`config.mk`:
```
export PLATFORM = sky130hd
export DESIGN_NAME = flash_log_write_sequencer_flat
export DESIGN_NICKNAME = d
export VERILOG_FILES = /design/src/rtl/flws_pkg.sv /design/src/rtl/flws_req_if.sv /design/src/rtl/flws_rsp_if.sv /design/src/rtl/flws_ctrl.sv /design/src/rtl/flws_out_reg.sv /design/src/rtl/flash_log_write_sequencer.sv /design/src/flat_wrapper.sv
export SDC_FILE = /design/constraint.sdc
export NUM_CORES = 1
export LEC_CHECK = 0
export BUFFER_PORTS_ARGS = -buffer_cell sky130_fd_sc_hd__buf_4
export CORE_UTILIZATION = 53
export CTS_BUF_LIST = sky130_fd_sc_hd__clkbuf_8
export DETAILED_ROUTE_END_ITERATION = 10
export PLACE_DENSITY = 0.79
export RECOVER_POWER = 100
export SKIP_CTS_REPAIR_TIMING = 1
export SLEW_MARGIN = 25
export SYNTH_ARGS = -nofsm -noshare
export SYNTH_HDL_FRONTEND = slang
export SYNTH_SLANG_ARGS = --single-unit
```
`constraint.sdc`:
```
create_clock -name clk -period 5.45 [get_ports clk]
set_clock_uncertainty 0.2 [all_clocks]
set_input_delay 0.8175 -clock clk [delete_from_list [all_inputs] [get_ports clk]]
set_output_delay 0.8175 -clock clk [all_outputs]
set_load 0.01 [all_outputs]
```
`src/rtl/flws_pkg.sv`:
```
// flws_pkg: types and codes shared by the flash log write sequencer
// request and response payloads, command, mode and flash operation codes
// no dependencies
package flws_pkg;

	typedef enum logic [2:0] {
		CMD_START     = 3'd0,
		CMD_ID_REPLY  = 3'd1,
		CMD_SCAN_BYTE = 3'd2,
		CMD_OP_DONE   = 3'd3,
		CMD_FLUSH     = 3'd4,
		CMD_ERASE_ALL = 3'd5
	} cmd_t;

	typedef enum logic [2:0] {
		M_IDLE         = 3'd0,
		M_AWAIT_ID     = 3'd1,
		M_SCAN         = 3'd2,
		M_READY        = 3'd3,
		M_WRITING      = 3'd4,
		M_ERASE_SECTOR = 3'd5,
		M_FULL         = 3'd6,
		M_ERASE_DEVICE = 3'd7
	} mode_t;

	typedef enum logic [2:0] {
		OP_NONE         = 3'd0,
		OP_READ_ID      = 3'd1,
		OP_READ_PAGE    = 3'd2,
		OP_PROGRAM      = 3'd3,
		OP_ERASE_SECTOR = 3'd4,
		OP_ERASE_DEVICE = 3'd5
	} op_t;

	localparam logic [7:0] ERASED_BYTE = 8'hff;

	typedef struct packed {
		logic [2:0] cmd;
		logic [7:0] manufacturer;
		logic [7:0] memory_type;
		logic [4:0] capacity_log2;
		logic [7:0] scan_byte;
		logic       scan_last;
		logic [8:0] flush_length;
	} req_t;

	// per-request result, held in the output register
	typedef struct packed {
		op_t         issue_op;
		logic [30:0] op_address;
		logic [8:0]  op_length;
		logic        flush_done;
	} res_t;

	// status that follows directly from the sequencer state
	typedef struct packed {
		logic        initializing;
		logic        log_full;
		logic [31:0] free_bytes;
		logic [23:0] device_id;
	} status_t;

	typedef struct packed {
		logic [2:0]  issue_op;
		logic [30:0] op_address;
		logic [8:0]  op_length;
		logic        flush_done;
		logic        initializing;
		logic        log_full;
		logic [31:0] free_bytes;
		logic [23:0] device_id;
	} rsp_t;

endpackage

```
`src/rtl/flws_req_if.sv`:
```
// flws_req_if: request channel of the flash log write sequencer
// valid/ready handshake carrying flws_pkg::req_t
interface flws_req_if;
	logic           valid;
	logic           ready;
	flws_pkg::req_t payload;

	modport source (output valid, output payload, input ready);
	modport sink (input valid, input payload, output ready);
endinterface

```
`src/rtl/flws_rsp_if.sv`:
```
// flws_rsp_if: response channel of the flash log write sequencer
// valid/ready handshake carrying flws_pkg::rsp_t
interface flws_rsp_if;
	logic           valid;
	logic           ready;
	flws_pkg::rsp_t payload;

	modport source (output valid, output payload, input ready);
	modport sink (input valid, input payload, output ready);
endinterface

```
`src/rtl/flws_ctrl.sv`:
```
// flws_ctrl: sequencer state and the single-pass next-state logic
// produces the result of the current request and the status from the state
// depends on flws_pkg
module flws_ctrl #(
	parameter int PAGE_BYTES   = 256,
	parameter int SECTOR_BYTES = 4096
) (
	input  logic              clk,
	input  logic              arst_n,
	input  logic              accept,
	input  flws_pkg::req_t    req,
	output flws_pkg::res_t    res,
	output flws_pkg::status_t status
);

	localparam int OFF_W = $clog2(SECTOR_BYTES);
	localparam logic [31:0] PAGE_W = 32'(PAGE_BYTES);
	localparam logic [31:0] SECTOR_W = 32'(SECTOR_BYTES);
	localparam logic [8:0] PAGE_LEN = PAGE_W[8:0];
	localparam logic [OFF_W:0] PAGE_MOD = (OFF_W + 1)'(PAGE_BYTES % SECTOR_BYTES);
	localparam logic [OFF_W:0] SECTOR_LIM = (OFF_W + 1)'(SECTOR_BYTES);

	flws_pkg::mode_t  mode_q, mode_n;
	logic [31:0]      addr_q, addr_n;
	logic [OFF_W-1:0] off_q, off_n;
	logic [31:0]      size_q, size_n;
	logic [23:0]      id_q, id_n;
	logic             erased_q, erased_n;
	logic             pend_q, pend_n;
	logic [8:0]       plen_q, plen_n;

	logic [31:0]      addr_sec, addr_pg;
	logic [OFF_W:0]   off_sum;
	logic [OFF_W-1:0] off_pg;
	logic             erased_now;
	logic             go_ready;
	logic             prog;
	logic [8:0]       prog_len;

	assign addr_sec = addr_q + SECTOR_W;
	assign addr_pg  = addr_q + PAGE_W;
	// offset within the sector, kept beside the address
	assign off_sum  = {1'b0, off_q} + PAGE_MOD;
	assign off_pg   = (off_sum >= SECTOR_LIM) ? OFF_W'(off_sum - SECTOR_LIM) : off_sum[OFF_W-1:0];
	assign erased_now = erased_q & (req.scan_byte == flws_pkg::ERASED_BYTE);

	always_comb begin
		mode_n   = mode_q;
		addr_n   = addr_q;
		off_n    = off_q;
		size_n   = size_q;
		id_n     = id_q;
		erased_n = erased_q;
		pend_n   = pend_q;
		plen_n   = plen_q;
		go_ready = 1'b0;
		prog     = 1'b0;
		prog_len = req.flush_length;
		res.issue_op   = flws_pkg::OP_NONE;
		res.op_address = '0;
		res.op_length  = '0;
		res.flush_done = 1'b0;

		case (req.cmd)
			flws_pkg::CMD_START: begin
				if (mode_q == flws_pkg::M_IDLE) begin
					res.issue_op = flws_pkg::OP_READ_ID;
					mode_n = flws_pkg::M_AWAIT_ID;
				end
			end
			flws_pkg::CMD_ID_REPLY: begin
				if (mode_q == flws_pkg::M_AWAIT_ID) begin
					id_n     = {req.manufacturer, req.memory_type, 3'b000, req.capacity_log2};
					size_n   = 32'(1) << req.capacity_log2;
					erased_n = 1'b1;
					res.issue_op   = flws_pkg::OP_READ_PAGE;
					res.op_address = addr_q[30:0];
					res.op_length  = PAGE_LEN;
					mode_n = flws_pkg::M_SCAN;
				end
			end
			flws_pkg::CMD_SCAN_BYTE: begin
				if (mode_q == flws_pkg::M_SCAN) begin
					erased_n = erased_now;
					if (req.scan_last) begin
						erased_n = 1'b1;
						if (erased_now) begin
							go_ready = 1'b1;
						end else begin
							// page in use, step to the next sector
							addr_n = addr_sec;
							if (addr_sec >= size_q) begin
								mode_n = flws_pkg::M_FULL;
							end else begin
								res.issue_op   = flws_pkg::OP_READ_PAGE;
								res.op_address = addr_sec[30:0];
								res.op_length  = PAGE_LEN;
							end
						end
					end
				end
			end
			flws_pkg::CMD_OP_DONE: begin
				case (mode_q)
					flws_pkg::M_WRITING: begin
						res.flush_done = 1'b1;
						addr_n = addr_pg;
						off_n  = off_pg;
						if (addr_pg >= size_q) begin
							mode_n = flws_pkg::M_FULL;
						end else if (off_pg == '0) begin
							res.issue_op   = flws_pkg::OP_ERASE_SECTOR;
							res.op_address = addr_pg[30:0];
							mode_n = flws_pkg::M_ERASE_SECTOR;
						end else begin
							go_ready = 1'b1;
						end
					end
					flws_pkg::M_ERASE_SECTOR: begin
						go_ready = 1'b1;
					end
					flws_pkg::M_ERASE_DEVICE: begin
						addr_n = '0;
						off_n  = '0;
						res.issue_op = flws_pkg::OP_READ_ID;
						mode_n = flws_pkg::M_AWAIT_ID;
					end
					default: begin
					end
				endcase
			end
			flws_pkg::CMD_FLUSH: begin
				if (mode_q == flws_pkg::M_READY) begin
					prog = 1'b1;
				end else begin
					pend_n = 1'b1;
					plen_n = req.flush_length;
				end
			end
			flws_pkg::CMD_ERASE_ALL: begin
				res.issue_op = flws_pkg::OP_ERASE_DEVICE;
				mode_n = flws_pkg::M_ERASE_DEVICE;
			end
			default: begin
			end
		endcase

		// a deferred flush goes out as soon as the block is ready
		if (go_ready) begin
			if (pend_q) begin
				pend_n   = 1'b0;
				prog     = 1'b1;
				prog_len = plen_q;
			end else begin
				mode_n = flws_pkg::M_READY;
			end
		end

		if (prog) begin
			res.issue_op   = flws_pkg::OP_PROGRAM;
			res.op_address = addr_n[30:0];
			res.op_length  = ({23'b0, prog_len} > PAGE_W) ? PAGE_LEN : prog_len;
			mode_n = flws_pkg::M_WRITING;
		end
	end

	always_ff @(posedge clk or negedge arst_n) begin
		if (!arst_n) begin
			mode_q   <= flws_pkg::M_IDLE;
			addr_q   <= '0;
			off_q    <= '0;
			size_q   <= '0;
			id_q     <= '0;
			erased_q <= 1'b1;
			pend_q   <= 1'b0;
			plen_q   <= '0;
		end else if (accept) begin
			mode_q   <= mode_n;
			addr_q   <= addr_n;
			off_q    <= off_n;
			size_q   <= size_n;
			id_q     <= id_n;
			erased_q <= erased_n;
			pend_q   <= pend_n;
			plen_q   <= plen_n;
		end
	end

	assign status.initializing = (mode_q == flws_pkg::M_IDLE) || (mode_q == flws_pkg::M_AWAIT_ID)
		|| (mode_q == flws_pkg::M_SCAN);
	assign status.log_full   = (mode_q == flws_pkg::M_FULL);
	assign status.free_bytes = (size_q > addr_q) ? (size_q - addr_q) : '0;
	assign status.device_id  = id_q;

	a_ready_no_pending: assert property (@(posedge clk) disable iff (!arst_n)
		(mode_q == flws_pkg::M_READY) |-> !pend_q)
		else $error("flush left pending in ready mode");

	a_full_address: assert property (@(posedge clk) disable iff (!arst_n)
		(mode_q == flws_pkg::M_FULL) |-> (addr_q >= size_q))
		else $error("full mode with write address below device size");

	a_full_sticky: assert property (@(posedge clk) disable iff (!arst_n)
		(mode_q == flws_pkg::M_FULL) |=>
		(mode_q == flws_pkg::M_FULL) || (mode_q == flws_pkg::M_ERASE_DEVICE))
		else $error("left full mode other than by device erase");

	a_ready_flush_programs: assert property (@(posedge clk) disable iff (!arst_n)
		(accept && (req.cmd == flws_pkg::CMD_FLUSH) && (mode_q == flws_pkg::M_READY))
		|=> (mode_q == flws_pkg::M_WRITING))
		else $error("flush in ready mode did not start a program");

endmodule

```
`src/rtl/flws_out_reg.sv`:
```
// flws_out_reg: result register between the sequencer logic and the response channel
// loads on every accepted request, holds while the sink stalls
// depends on flws_pkg
module flws_out_reg (
	input  logic           clk,
	input  logic           arst_n,
	input  logic           load,
	input  flws_pkg::res_t res_d,
	input  logic           out_ready,
	output logic           out_valid,
	output flws_pkg::res_t res_q,
	output logic           in_ready
);

	logic valid_q;

	// slot is free when empty or being drained this cycle
	assign in_ready  = !valid_q || out_ready;
	assign out_valid = valid_q;

	always_ff @(posedge clk or negedge arst_n) begin
		if (!arst_n) begin
			valid_q <= 1'b0;
		end else if (in_ready) begin
			valid_q <= load;
		end
	end

	always_ff @(posedge clk) begin
		if (load) begin
			res_q <= res_d;
		end
	end

endmodule

```
`src/rtl/flash_log_write_sequencer.sv`:
```
// flash_log_write_sequencer: top level of the append-only flash log sequencer
// depends on flws_pkg, flws_req_if, flws_rsp_if, flws_ctrl, flws_out_reg
//
//   channel  dir  payload   meaning
//   req      in   req_t     event: start, id reply, scan byte, op done, flush, erase all
//   rsp      out  rsp_t     issued flash operation and status, one per request
//
// one request per cycle while rsp does not stall, response valid in the cycle after accept
// the state update and result come from one pass of logic in flws_ctrl
// a response waiting in the output register blocks new requests only while rsp stalls
// reset clears the mode to idle, address, size and id to zero
module flash_log_write_sequencer #(
	parameter int PAGE_BYTES   = 256,
	parameter int SECTOR_BYTES = 4096
) (
	input  logic       clk,
	input  logic       arst_n,
	flws_req_if.sink   req,
	flws_rsp_if.source rsp
);

	flws_pkg::res_t    res_d, res_q;
	flws_pkg::status_t status;
	logic              accept;
	logic              in_ready;

	assign req.ready = in_ready;
	assign accept    = req.valid && in_ready;

	flws_ctrl #(
		.PAGE_BYTES   (PAGE_BYTES),
		.SECTOR_BYTES (SECTOR_BYTES)
	) u_ctrl (
		.clk    (clk),
		.arst_n (arst_n),
		.accept (accept),
		.req    (req.payload),
		.res    (res_d),
		.status (status)
	);

	flws_out_reg u_out (
		.clk       (clk),
		.arst_n    (arst_n),
		.load      (accept),
		.res_d     (res_d),
		.out_ready (rsp.ready),
		.out_valid (rsp.valid),
		.res_q     (res_q),
		.in_ready  (in_ready)
	);

	// status tracks the state left by the request held in the output register
	assign rsp.payload.issue_op     = res_q.issue_op;
	assign rsp.payload.op_address   = res_q.op_address;
	assign rsp.payload.op_length    = res_q.op_length;
	assign rsp.payload.flush_done   = res_q.flush_done;
	assign rsp.payload.initializing = status.initializing;
	assign rsp.payload.log_full     = status.log_full;
	assign rsp.payload.free_bytes   = status.free_bytes;
	assign rsp.payload.device_id    = status.device_id;

endmodule

```
`src/flat_wrapper.sv`:
```
// flat-port wrapper written by rule: the top's interface ports become plain ports
module flash_log_write_sequencer_flat 
#(
	parameter int PAGE_BYTES   = 256,
	parameter int SECTOR_BYTES = 4096
)
  (clk, arst_n, req_valid, req_payload, req_ready, rsp_valid, rsp_payload, rsp_ready);
  flws_req_if req_i ();
  flws_rsp_if rsp_i ();
  input  logic clk;
  input  logic arst_n;
  input wire logic [$bits(req_i.valid)-1:0] req_valid;
  input wire logic [$bits(req_i.payload)-1:0] req_payload;
  output wire logic [$bits(req_i.ready)-1:0] req_ready;
  output wire logic [$bits(rsp_i.valid)-1:0] rsp_valid;
  output wire logic [$bits(rsp_i.payload)-1:0] rsp_payload;
  input wire logic [$bits(rsp_i.ready)-1:0] rsp_ready;
  assign req_i.valid = req_valid;
  assign req_i.payload = req_payload;
  assign req_ready = req_i.ready;
  assign rsp_valid = rsp_i.valid;
  assign rsp_payload = rsp_i.payload;
  assign rsp_i.ready = rsp_ready;
  flash_log_write_sequencer #(.PAGE_BYTES(PAGE_BYTES), .SECTOR_BYTES(SECTOR_BYTES)) u_core (.clk(clk), .arst_n(arst_n), .req(req_i), .rsp(rsp_i));
endmodule
```
# Word level (Yosys, flattened, before mapping)
# Cells that the tools add are included.
word_totals:
  ff_bits: 156
  latchBits: 0
  ram_bits: 0
  romBits: 0
  inputBits: 46
  out_inout_bits: 104
  word_cells: 119
  mem_count: 0
classes:
  add_sub_neg: 5
  n_mul: 0
  div_mod_pow: 0
  n_lt_le_gt_ge: 5
  eq_ne: 18
  shifts: 1
  mux: 58
  bitwise: 2
  reduce_logical: 16
op_table:
  columns: ["operator", "count"]
  rows:
  - ["$mux 42", 5]
  - ["$mux 32", 4]
  - ["$pmux 32 s2", 2]
  - ["$pmux 31 s3", 1]
  - ["$mux 34", 2]
  - ["$ge 32x32->1", 2]
  - ["$mux 40", 1]
  - ["$mux 3", 11]
  - ["$add 32x13->32 const B", 1]
  - ["$add 32x9->32 const B", 1]
  - ["$gt 32x32->1", 1]
  - ["$shl 1x5->32 const A", 1]
  - ["$sub 32x32->32", 1]
  - ["$mux 31", 1]
  - ["$pmux 3 s5", 2]
  - ["$mux 9", 3]
  - ["$pmux 12 s2", 1]
  - ["$eq 3x3->1 const B", 6]
  - ["$mux 1", 18]
  - ["$pmux 9 s2", 1]
  - ["$add 12x9->13 const B", 1]
  - ["$ge 13x13->1 const B", 1]
  - ["$eq 3x2->1 const B", 4]
  - ["$logic_not 12->1", 1]
  - ["19 further kinds", 33]

# Logic depth before layout (Yosys ltp)
# Gate-level depths: netlist of run 1.
logic_depth:
  ltp_word: 12
  depth_mapped: 22
  ltp_nobuf: 19

# Hierarchy
# A second synthesis of run 1 with hierarchy kept.
hier_totals:
  cells_unflattened: 1270
  hier_area_um2: 11240.8
by_module_without_submodules:
  columns: ["module", "instances", "cells_each", "area_per_inst_um2", "seq_area_each_um2"]
  rows:
  - ["flws_ctrl", 1, 1222, 9865.7, 2578.7]
  - ["flws_out_reg", 1, 47, 1368.8, 1346.3]
  - ["flash_log_write_sequencer", 1, 1, 6.3, 0.0]

# Worst setup path after synthesis of run 1
# Ideal clock, no wire load.
synth_timing:
  path_kind: "reg-to-reg"
  startpoint: "register u_core.u_ctrl.addr_q[13]"
  endpoint: "register u_core.u_out.res_q[30] (netlist name)"
  setup_time_ns: 0.255
  arrival_ns: 4.253
  t_required_ns: 4.995
  path_slack_ns: 0.741
  stages_incl_launch_ff: 21
  n_path_buf: 2
  synth_period_minus_slack_ns: 4.709
  path_cell_list: "dfrtp_1 ha_1 and3_1 buf_2 and3_1 buf_2 nand3_2 nor4b_2 nand2_1 xnor2_1 inv_1 ha_1 nand4_1 nor2_1 o2111ai_1 a2111oi_4 nor4b_1 o21a_1 a21oi_1 nand3_1 a31o_1"
synth_rtl:
  columns: ["element", "line_no", "text"]
  rows:
  - ["from (decl)", "flws_ctrl.sv:24", "logic [31:0] addr_q, addr_n;"]
  - ["from (signal assigned)", "flws_ctrl.sv:179", "addr_q <= addr_n;"]

==> results of run 1 <==
## metal layers
layer,vias to the layer above,track usage [%]
met5,-,0
met4,0,12.3
met3,75,4.42
met2,455,52.7
met1,4881,42.0
li1,4820,-
## synthesized netlist by cell type (6+ instances only)
cell        n  area share (%)
a211oi_1   12            0.82
a21o_1     22             1.5
a21oi_1    79             3.6
a22o_1      8            0.64
a31oi_1    14            0.80
buf_2       9            0.41
clkbuf_1   42             1.4
dfrtp_1   103              24
edfxtp_1   44              12
ha_1       92              11
inv_1      86             2.9
mux2_2     31             3.2
mux2i_1     6            0.55
nand2_1   127             4.4
nand2b_1    8            0.46
nand3_1    42             1.9
nand4_1    19             1.1
nor2_1    124             4.3
nor2b_1    11            0.63
nor3_1     31             1.4
o211ai_1    9            0.62
o21a_1      6            0.41
o21ai_0    70             3.2
o21ai_1     9            0.41
o21bai_1    9            0.62
o22ai_1     7            0.40
o31ai_1    44             3.0
or2_2       7            0.40
or3_1       7            0.40
xnor2_1    52             4.2
xor2_1     10            0.80
## final cells by class
cell class              count  area [sq um]
clock buffers              17           234
fillers                  1868          7610
flip-flops and latches    148          3930
inverters                  88           330
repair buffers            200          1120
well taps                 270           338
multi-input cells         953          6440
clock inverters            15           234
## path summary, 6_finish.rpt
check,from,end,slack (ps),depth (start not counted)
max,u_core.u_ctrl.addr_q[13],u_core.u_out.res_q[32],200,19
min,u_core.u_ctrl.id_q[18],u_core.u_ctrl.id_q[18],320,1
max reg2reg,u_core.u_ctrl.addr_q[13],u_core.u_out.res_q[32],200,19
min reg2reg,u_core.u_ctrl.id_q[18],u_core.u_ctrl.id_q[18],320,1
max in group asynchronous,arst_n,u_core.u_ctrl.addr_q[10],1320,2
min in group asynchronous,arst_n,u_core.u_ctrl.size_q[19],1130,1
## cells by family after synthesis
group                      count (synthesis)
buffers and inverters                    150
DFF                                      148
other                                      1
and+or+nand+nor                          421
muxes                                     37
adders and majority gates                 93
xor gates and xnor gates                  62
AOI/OAI and AO/OA                        337
## worst reg2reg max path, cell delays in order, from the launching register on
cell       delay [ps]
dfrtp_1           490
ha_2              300
and3_1            260
and3_2            290
nand3_2           190
nor4b_2           410
nand2_1           120
xnor2_1           250
inv_1              70
ha_1              280
nand4_1           120
nor2_1            210
o2111ai_1         230
a2111oi_4         320
buf_4             200
nor4b_2            60
o21a_1            280
a21oi_1           280
clkbuf_1          260
a31oi_1           150
## sequential cells by signal (all words and copies together), names as in the netlist
register and cells:
u_core.u_ctrl.addr_q 32, u_core.u_ctrl.erased_q 1, u_core.u_ctrl.id_q 21, u_core.u_ctrl.mode_q 3, u_core.u_ctrl.off_q 4, u_core.u_ctrl.pend_q 1, u_core.u_ctrl.plen_q 9, u_core.u_ctrl.size_q 32
u_core.u_out.out_valid 1, u_core.u_out.res_q 44
## power groups by stage
stage | Combinational (uW) | Clock (uW) | Sequential [uW]
floorplan | 1100 | 0 | 1510
global placement | 1730 | 0 | 1530
detailed placement | 1760 | 0 | 1540
CTS | 1770 | 1040 | 1520
global route | 1810 | 1080 | 1550
finish | 1650 | 1040 | 1530
## metrics by stage
| stage | power [uW] | hold slack, ps | instance area (sq um) |
|---|---|---|---|
| after detailed placement | 3310 | 296 | 12600 |
| after floorplan | 2620 | 271 | 11000 |
| final | 4220 | 315 | 12600 |
| after global placement | 3260 | 289 | 12600 |
| after CTS | 4340 | 202 | 13000 |
| after global routing | 4450 | 324 | 12600 |
==> run_results.csv, run 1 <==
group,metric,value,unit
detailed_routing,wl_per_cell,19.9,microns
sta,finalCritPeriodShare,96.2,%
setup_path,critPathMaxFanout,8,
sta,finalCriticalPeriod,5250,ps
setup_path,required,5460,ps
placed_design,place_ws,162,ps
floorplan,die_h,146,microns
power,ir_drop,0.000256,V
clock_network,cts_buffer_depth,2,
power,power.leakage,0.00542,uW
layout,layout.cells.most_common,"nand2_1",
detailed_routing,wl_met2,16.0,mm
grt,grt_max_degree,56,
power,p_int,2530,uW
power,clkPwrFrac,24.6,%
synth,synth_compound_area_share,20.8,%
setup_path,crit_chain,"ha_2 -> and3_1 -> and3_2 -> nand3_2 -> nor4b_2 -> nand2_1 -> xnor2_1 -> inv_1 -> ha_1 -> nand4_1 -> nor2_1 -> o2111ai_1 -> a2111oi_4 -> buf_4 -> nor4b_2 -> o21a_1 -> a21oi_1 -> clkbuf_1 -> a31oi_1",
layout,nNetsFinal,1547,
sta,setup_viol,0,
run_status,status,"complete, but fails checks",
synth,synth_edf_count,44,
sta,hold_viol_final,0,
floorplan,die_w,146,microns
detailed_routing,vias,10200,
sta,fin_setup_tns,0,ps
layout,diodes,0,
synth,synth_top_family_by_area,"compound AO/OA/AOI/OAI gates",
floorplan,dieArea,21200,sq um
sta,drv_slew,56,
detailed_routing,ant_nets,0,
synth,dominantRegCellSynth,"dfrtp_1",
sta,rsz0062_at_grt,"no",
clock_network,clock-root-buffer,"clkbuf_8",
detailed_routing,firstDrtPassIters,6,
power,switchingPower,1690,uW
clock_network,cts_max_level,4,
layout,area_delta_synth_final,15.3,%
setup_path,worstSetupPathType,"register to register",
detailed_routing,drt-met1-wl,14.3,mm
synth,synth-xor-area-share,4.96,%
setup_path,critPathCaptureType,"register",
run_status,failed_checks,"capacitance limit, slew limit",
synth,async_reset_ff_share,70.3,%
detailed_routing,first_iter_violations,932,
detailed_routing,drcViolationCount,0,
synth,seq_area_frac_synth,35.9,%
synth,ys_ff_latch,148,
floorplan,core_area,20200,sq um
job,max_cap_viol_count,1,
grt,groute.usage.overall,31.7,%
floorplan,num_rows,52,
layout,fin_cells,1691,
placed_design,portBuffers,146,
synth,syn_inst,1249,
detailed_routing,drt-total-wl,33.7,mm
synth,avgSynthCellArea,8.76,sq um
layout,drive_above_1_share,14.0,%
detailed_routing,highest_layer,"met4",
grt,grt_pass1_vias,9712,
synth,synth_fa_ha_area_share,10.7,%
layout,layout_common_cells,"nand2_1 (127), nor2_1 (124), dfrtp_1 (103), clkbuf_1 (102), ha_1 (91)",
setup_path,crit_path_max_incr_delay,490,ps
placed_design,post-dp-hpwl,25.8,mm
synth,yosys_warnings,0,
setup_path,critPathTopFamily,"simple AND/OR/NAND/NOR gates",
clock_network,clock-sinks,148,
power,swShare,40.0,%
grt,gr-total-overflow,0,
power,pwr-share-comb,39.2,%
setup_path,cp_num_buf_inv,3,
synth,syn_area,10900,sq um
floorplan,start_util,54.1,%
setup_path,crit_path_top_delay_cell,"dfrtp_1",
clock_network,cts_tree,"yes",
placed_design,dp_cells,1658,
clock_network,cts_buffers,17,
placed_design,gp_congestion,1.02,
floorplan,io_pins,150,
setup_path,cp-start-kind,"register",
setup_path,arrival,5250,ps
detailed_routing,wl_met3,2.27,mm
grt,antenna_found_initial,1,
grt,grt_pass1_wl,52.6,mm
sta,slew_headroom,-102,%
clock_network,clk_latency,480,ps
sta,tightest_slew,3020,ps
synth,yosysUniqueCellTypes,90,
power,p_per_area,334,nW/um^2
power,power.share.sequential,36.2,%
setup_path,cp_common_cell,"nor4b_2",
sta,max_freq,191,MHz
synth,muxShareOfSynthArea,3.74,%
layout,utilization,62.4,%
sta,fin_ws,205,ps
worst_hold_path,hp-class,"register to register",
clock_network,cts.clk_slew.worst_paths,100,ps
synth,yosys.area_share.simple,18.4,%
detailed_routing,via_per_inst,6.05,
Note: power is estimated with default switching activity, not from simulation.
==> inputs of run 2 (changes only) <==
- ABC_AREA: default -> 1
==> run_results.csv, run 2 <==
group,metric,value,unit
setup_path,crit_path_top_delay_cell,"nor3_1",
power,p_per_area,405,nW/um^2
floorplan,dieArea,21600,sq um
detailed_routing,firstDrtPassIters,8,
setup_path,cp_num_buf_inv,3,
run_status,failed_checks,"capacitance limit, slew limit",
synth,yosys-top-cells-area,"dfrtp_1 (23%), nand2_1 (12%), edfxtp_1 (12%)",
detailed_routing,vias,10900,
setup_path,critPathTopFamily,"simple AND/OR/NAND/NOR gates",
clock_network,cts_buffers,17,
sta,tightest_slew,2880,ps
grt,grt_pass1_wl,53.0,mm
sta,hold_viol_final,0,
clock_network,cts_max_level,4,
grt,gr-total-overflow,0,
synth,muxShareOfSynthArea,0,%
layout,nNetsFinal,1758,
setup_path,critPathCaptureType,"register",
detailed_routing,ant_nets,0,
clock_network,cts_buffer_depth,2,
sta,rsz0062_at_grt,"no",
run_status,status,"complete, but fails checks",
synth,seq_area_frac_synth,35.3,%
synth,syn_area,11100,sq um
detailed_routing,drcViolationCount,0,
layout,drive_above_1_share,6.62,%
setup_path,regToRegStartpoint,"u_core.u_ctrl.addr_q[12]",
detailed_routing,first_iter_violations,867,
power,ir_drop,0.000197,V
synth,synth_fa_ha_area_share,10.5,%
setup_path,critPathMaxFanout,26,
synth,yosysMostFrequentCell,"nand2_1",
grt,grt_pass1_vias,10400,
setup_path,cp_common_cell,"inv_1",
sta,max_freq,193,MHz
synth,syn_inst,1492,
placed_design,post-dp-hpwl,25.6,mm
setup_path,crit_chain,"inv_1 -> nor2_1 -> inv_1 -> nor3_1 -> nand2_1 -> xor2_1 -> inv_1 -> ha_1 -> a21oi_1 -> o21a_1 -> nand2_1 -> a21oi_1 -> nand3_4 -> nand2_4 -> nand2_2 -> nand2_4 -> o21ai_0 -> a21oi_2 -> nor2_4 -> nor2_1",
clock_network,cts.clk_slew.worst_paths,90,ps
layout,layout.cells.most_common,"nand2_1",
placed_design,portBuffers,146,
synth,async_reset_ff_share,70.3,%
floorplan,start_util,54.5,%
worst_hold_path,hold_start,"u_core.u_ctrl.id_q[14]",
placed_design,gp_congestion,1.01,
synth,yosys.area.top_type,"dfrtp_1",
grt,groute.usage.overall,31.5,%
setup_path,crit_path_start,"u_core.u_ctrl.addr_q[12]",
clock_network,clock-root-buffer,"clkbuf_8",
clock_network,cts_tree,"yes",
synth,synth_top_area_share,23.1,%
floorplan,die_w,147,microns
detailed_routing,via_per_inst,5.74,
synth,avgSynthCellArea,7.46,sq um
synth,synth_top_family_by_area,"simple AND/OR/NAND/NOR gates",
sta,finalCritPeriodShare,94.9,%
setup_path,required,5580,ps
layout,layout_common_cells,"nand2_1 (367), inv_1 (188), nor2_1 (136), clkbuf_1 (104), dfrtp_1 (103)",
power,power.leakage,0.00590,uW
synth,yosys_warnings,0,
synth,yosys.area_share.simple,24.3,%
setup_path,crit_path_max_incr_delay,590,ps
sta,setup_viol,0,
synth,synth_edf_count,44,
layout,largest_reg_flops,44,
synth,synth-xor-area-share,5.51,%
sta,whs,278,ps
synth,synthTopCellsByCount,"nand2_1 (366), inv_1 (185), nor2_1 (134)",
sta,drv_slew,200,
setup_path,worstSetupPathType,"register to register",
synth,synth_compound_area_share,15.7,%
floorplan,num_rows,52,
floorplan,die_h,147,microns
layout,area_delta_synth_final,11.7,%
synth,ys_ff_latch,148,
setup_path,arrival,5300,ps
grt,grt_max_degree,77,
layout,top_register,"u_core.u_out.res_q",
clock_network,clk_latency,480,ps
setup_path,cp-start-kind,"register",
sta,finalCriticalPeriod,5170,ps
synth,yosysUniqueCellTypes,53,
layout,n_fill_cell,1991,
floorplan,core_area,20400,sq um
layout,diodes,0,
detailed_routing,wl_per_cell,17.5,microns
detailed_routing,drt-total-wl,33.4,mm
floorplan,io_pins,150,
placed_design,dp_cells,1870,
worst_hold_path,hp-class,"register to register",
clock_network,clock-sinks,148,
sta,slew_headroom,-92.1,%
synth,dominantRegCellSynth,"dfrtp_1",
layout,reg.largest.list,"u_core.u_out.res_q: 44 flops, u_core.u_ctrl.addr_q: 32 flops, u_core.u_ctrl.size_q: 32 flops",
sta,fin_setup_tns,0,ps
job,max_cap_viol_count,4,
grt,antenna_found_initial,0,
layout,fin_cells,1902,
-- run 2: changes by cell type in the layout (fill, tap and decap cells not counted), sizes merged, moves of 31 or more --
cell	delta
xnor2	-38
inv	+103
buf	-43
nand2	+245
mux2	-31
xor2	+46
-- run 2: layout make-up --
type	count	area [sq um]	area share [%]
clock buffers	19	262	2.10
multi-input cells	1097	6220	50.0
well taps	270	338	2.72
repair buffers	157	781	6.28
inverters	198	743	5.97
clock inverters	13	170	1.37
flip-flops and latches	148	3930	31.5
-- run 2: routing by layer --
layer,track usage (%),wire length [microns]
met2,52.5,15800
met3,5.25,2380
met5,0,0
met4,13.8,1270
met1,40.3,14000
-- run 2: cells by family after synthesis --
logic type               after synthesis
other                                  1
AO/OA/AOI/OAI                        293
adder cells (fa/ha/maj)               93
buffers and inverters                249
AND/OR/NAND/NOR                      638
flip-flops                           148
XOR/XNOR                              70
-- run 2: path summary, 6_finish.rpt --
| check | end | slack (ps) | cells after the start |
|---|---|---|---|
| min in group asynchronous | u_core.u_ctrl.addr_q[3] | 1050 | 1 |
| max in group asynchronous | u_core.u_ctrl.size_q[30] | 1450 | 2 |
| max reg2reg | u_core.u_out.res_q[6] | 280 | 20 |
| min | u_core.u_ctrl.id_q[14] | 280 | 2 |
| min reg2reg | u_core.u_ctrl.id_q[14] | 280 | 2 |
| max | u_core.u_out.res_q[6] | 280 | 20 |
-- run 2: metrics by stage --
stage	instance area, sq um	utilization (%)	power (uW)	setup WS (ps)
after global routing	12400	60.9	5430	58.6
after global placement	12400	60.9	4220	445
final	12400	60.9	5030	279
after detailed placement	12400	60.9	4270	569
after CTS	12900	63.0	5220	518
after floorplan	11100	-	3340	1730
-- run 2: worst reg2reg max path, stage by stage, from the launching register on --
cell	delay [ps]
dfrtp_1	450
inv_1	190
nor2_1	440
inv_1	110
nor3_1	590
nand2_1	210
xor2_1	340
inv_1	80
ha_1	290
a21oi_1	150
o21a_1	160
nand2_1	100
a21oi_1	290
nand3_4	200
nand2_4	190
nand2_2	120
nand2_4	330
o21ai_0	180
a21oi_2	210
nor2_4	100
nor2_1	120
-- run 2: power by group --
part / internal (uW) / switching (uW) / total, uW / leakage (uW)
registers: 1370 / 216 / 1590 / 0.00173
clock network: 486 / 468 / 954 / 0.000218
logic: 863 / 1630 / 2490 / 0.00395
==> inputs of run 3 (changes only) <==
- CORE_UTILIZATION: 53 -> 55
- PLACE_DENSITY: 0.79 -> 0.82
==> run_results.csv, run 3 (synthesis gave the netlist of run 2 again) <==
group,metric,value,unit
layout,area_delta_synth_final,10.9,%
power,ir_drop,0.000204,V
setup_path,critPathCaptureType,"register",
floorplan,core_area,19700,sq um
clock_network,cts_tree,"yes",
clock_network,clk_latency,470,ps
clock_network,cts_buffer_depth,2,
setup_path,critPathMaxFanout,26,
layout,largest_reg_flops,44,
floorplan,start_util,56.7,%
layout,drive_above_1_share,6.31,%
sta,fin_setup_tns,0,ps
detailed_routing,drcViolationCount,0,
grt,gr-total-overflow,0,
detailed_routing,drt-total-wl,33.5,mm
sta,finalCriticalPeriod,5080,ps
detailed_routing,via_per_inst,5.75,
sta,drv_slew,190,
placed_design,post-dp-hpwl,25.8,mm
detailed_routing,vias,10900,
detailed_routing,first_iter_violations,911,
grt,antenna_found_initial,0,
sta,tightest_slew,3660,ps
setup_path,worstSetupPathType,"input pin to register",
setup_path,arrival,5210,ps
grt,grt_max_degree,77,
grt,grt_pass1_wl,51.8,mm
grt,grt_pass1_vias,10100,
run_status,status,"complete, but fails checks",
power,clkPwrFrac,16.4,%
floorplan,io_pins,150,
layout,layout.cells.most_common,"nand2_1",
setup_path,required,5580,ps
layout,reg.largest.list,"u_core.u_out.res_q: 44 flops, u_core.u_ctrl.addr_q: 32 flops, u_core.u_ctrl.size_q: 32 flops",
floorplan,die_h,144,microns
layout,diodes,0,
grt,groute.usage.overall,33.1,%
layout,top_register,"u_core.u_out.res_q",
setup_path,cp-start-kind,"input pin",
sta,rsz0062_at_grt,"no",
power,switchingPower,2300,uW
detailed_routing,firstDrtPassIters,5,
sta,finalCritPeriodShare,93.3,%
power,power.leakage,0.00587,uW
layout,n_fill_cell,1895,
floorplan,dieArea,20800,sq um
layout,layout_common_cells,"nand2_1 (369), inv_1 (190), nor2_1 (137), clkbuf_1 (104), dfrtp_1 (103)",
clock_network,clock-sinks,148,
run_status,failed_checks,"capacitance limit, slew limit",
worst_hold_path,hp-class,"register to register",
power,p_per_area,397,nW/um^2
sta,max_freq,197,MHz
power,swShare,47.0,%
floorplan,die_w,144,microns
placed_design,portBuffers,146,
clock_network,cts.clk_slew.worst_paths,90,ps
sta,setup_viol,0,
job,max_cap_viol_count,4,
layout,utilization,62.8,%
sta,slew_headroom,-144,%
detailed_routing,ant_nets,0,
floorplan,num_rows,51,
clock_network,cts_max_level,4,
clock_network,cts_buffers,17,
clock_network,clock-root-buffer,"clkbuf_8",
layout,nNetsFinal,1759,
placed_design,gp_congestion,1.04,
power,p_int,2600,uW
power,pwr-share-comb,51.3,%
power,power.share.sequential,32.3,%
sta,hold_viol_final,0,
detailed_routing,wl_per_cell,17.6,microns
sta,whs,281,ps
## run 3: critical path, cell delays in order
cell,delay (ps)
clkbuf_1,140
nor2_1,600
nand2_1,280
nor2_1,1230
inv_2,490
nor2_4,260
nand3_4,150
nand2_4,180
nand2_1,170
nand2_4,360
o21ai_1,150
a21oi_2,170
nor2_2,100
nor2_1,100
## run 3: worst paths after layout
| kind | endpoint | depth (start not counted) | startpoint | slack (ps) |
|---|---|---|---|---|
| worst max-delay path | u_core.u_out.res_q[4] | 14 | req_payload[41] | 370 |
| worst min-delay path | u_core.u_ctrl.id_q[9] | 2 | u_core.u_ctrl.id_q[9] | 280 |
| worst max register to register | u_core.u_out.res_q[4] | 20 | u_core.u_ctrl.addr_q[12] | 540 |
| worst min register to register | u_core.u_ctrl.id_q[9] | 2 | u_core.u_ctrl.id_q[9] | 280 |
| max in group asynchronous | u_core.u_ctrl.addr_q[21] | 2 | arst_n | 1130 |
| min in group asynchronous | u_core.u_ctrl.addr_q[5] | 1 | arst_n | 1270 |
## run 3: metal layers
layer | up-vias | share of wire, % | global-route usage, %
li1 | 5234 | - | -
met3 | 106 | 8.0 | 5.63
met4 | 0 | 4.0 | 17.1
met1 | 5022 | 41 | 41.5
met2 | 550 | 47 | 54.6
met5 | - | 0 | 0
## run 3: power groups by stage
stage	clock network (uW)	logic [uW]	registers, uW
finish	803	2520	1580
global placement	0	2630	1590
floorplan	0	1790	1550
CTS	819	2690	1580
detailed placement	0	2680	1600
global route	853	2830	1610
## run 3: stage by stage
step | worst slack, ps | instances | cell area [sq um] | total power [uW]
6_report | 365 | 1898 | 12400 | 4900
5_1_grt | 130 | 1898 | 12400 | 5290
4_1_cts | 642 | 1898 | 12800 | 5090
3_5_place_dp | 682 | 1866 | 12400 | 4280
3_3_place_gp | 602 | 1866 | 12400 | 4230
2_1_floorplan | 1730 | 1494 | 11100 | 3340
## run 3: layout make-up
cell class	count	area [sq um]	area share (%)
repair buffers	158	791	6.40
flip-flops and latches	148	3930	31.8
clock inverters	15	118	0.952
inverters	198	743	6.02
multi-input cells	1097	6210	50.3
clock buffers	17	234	1.89
well taps	265	332	2.68
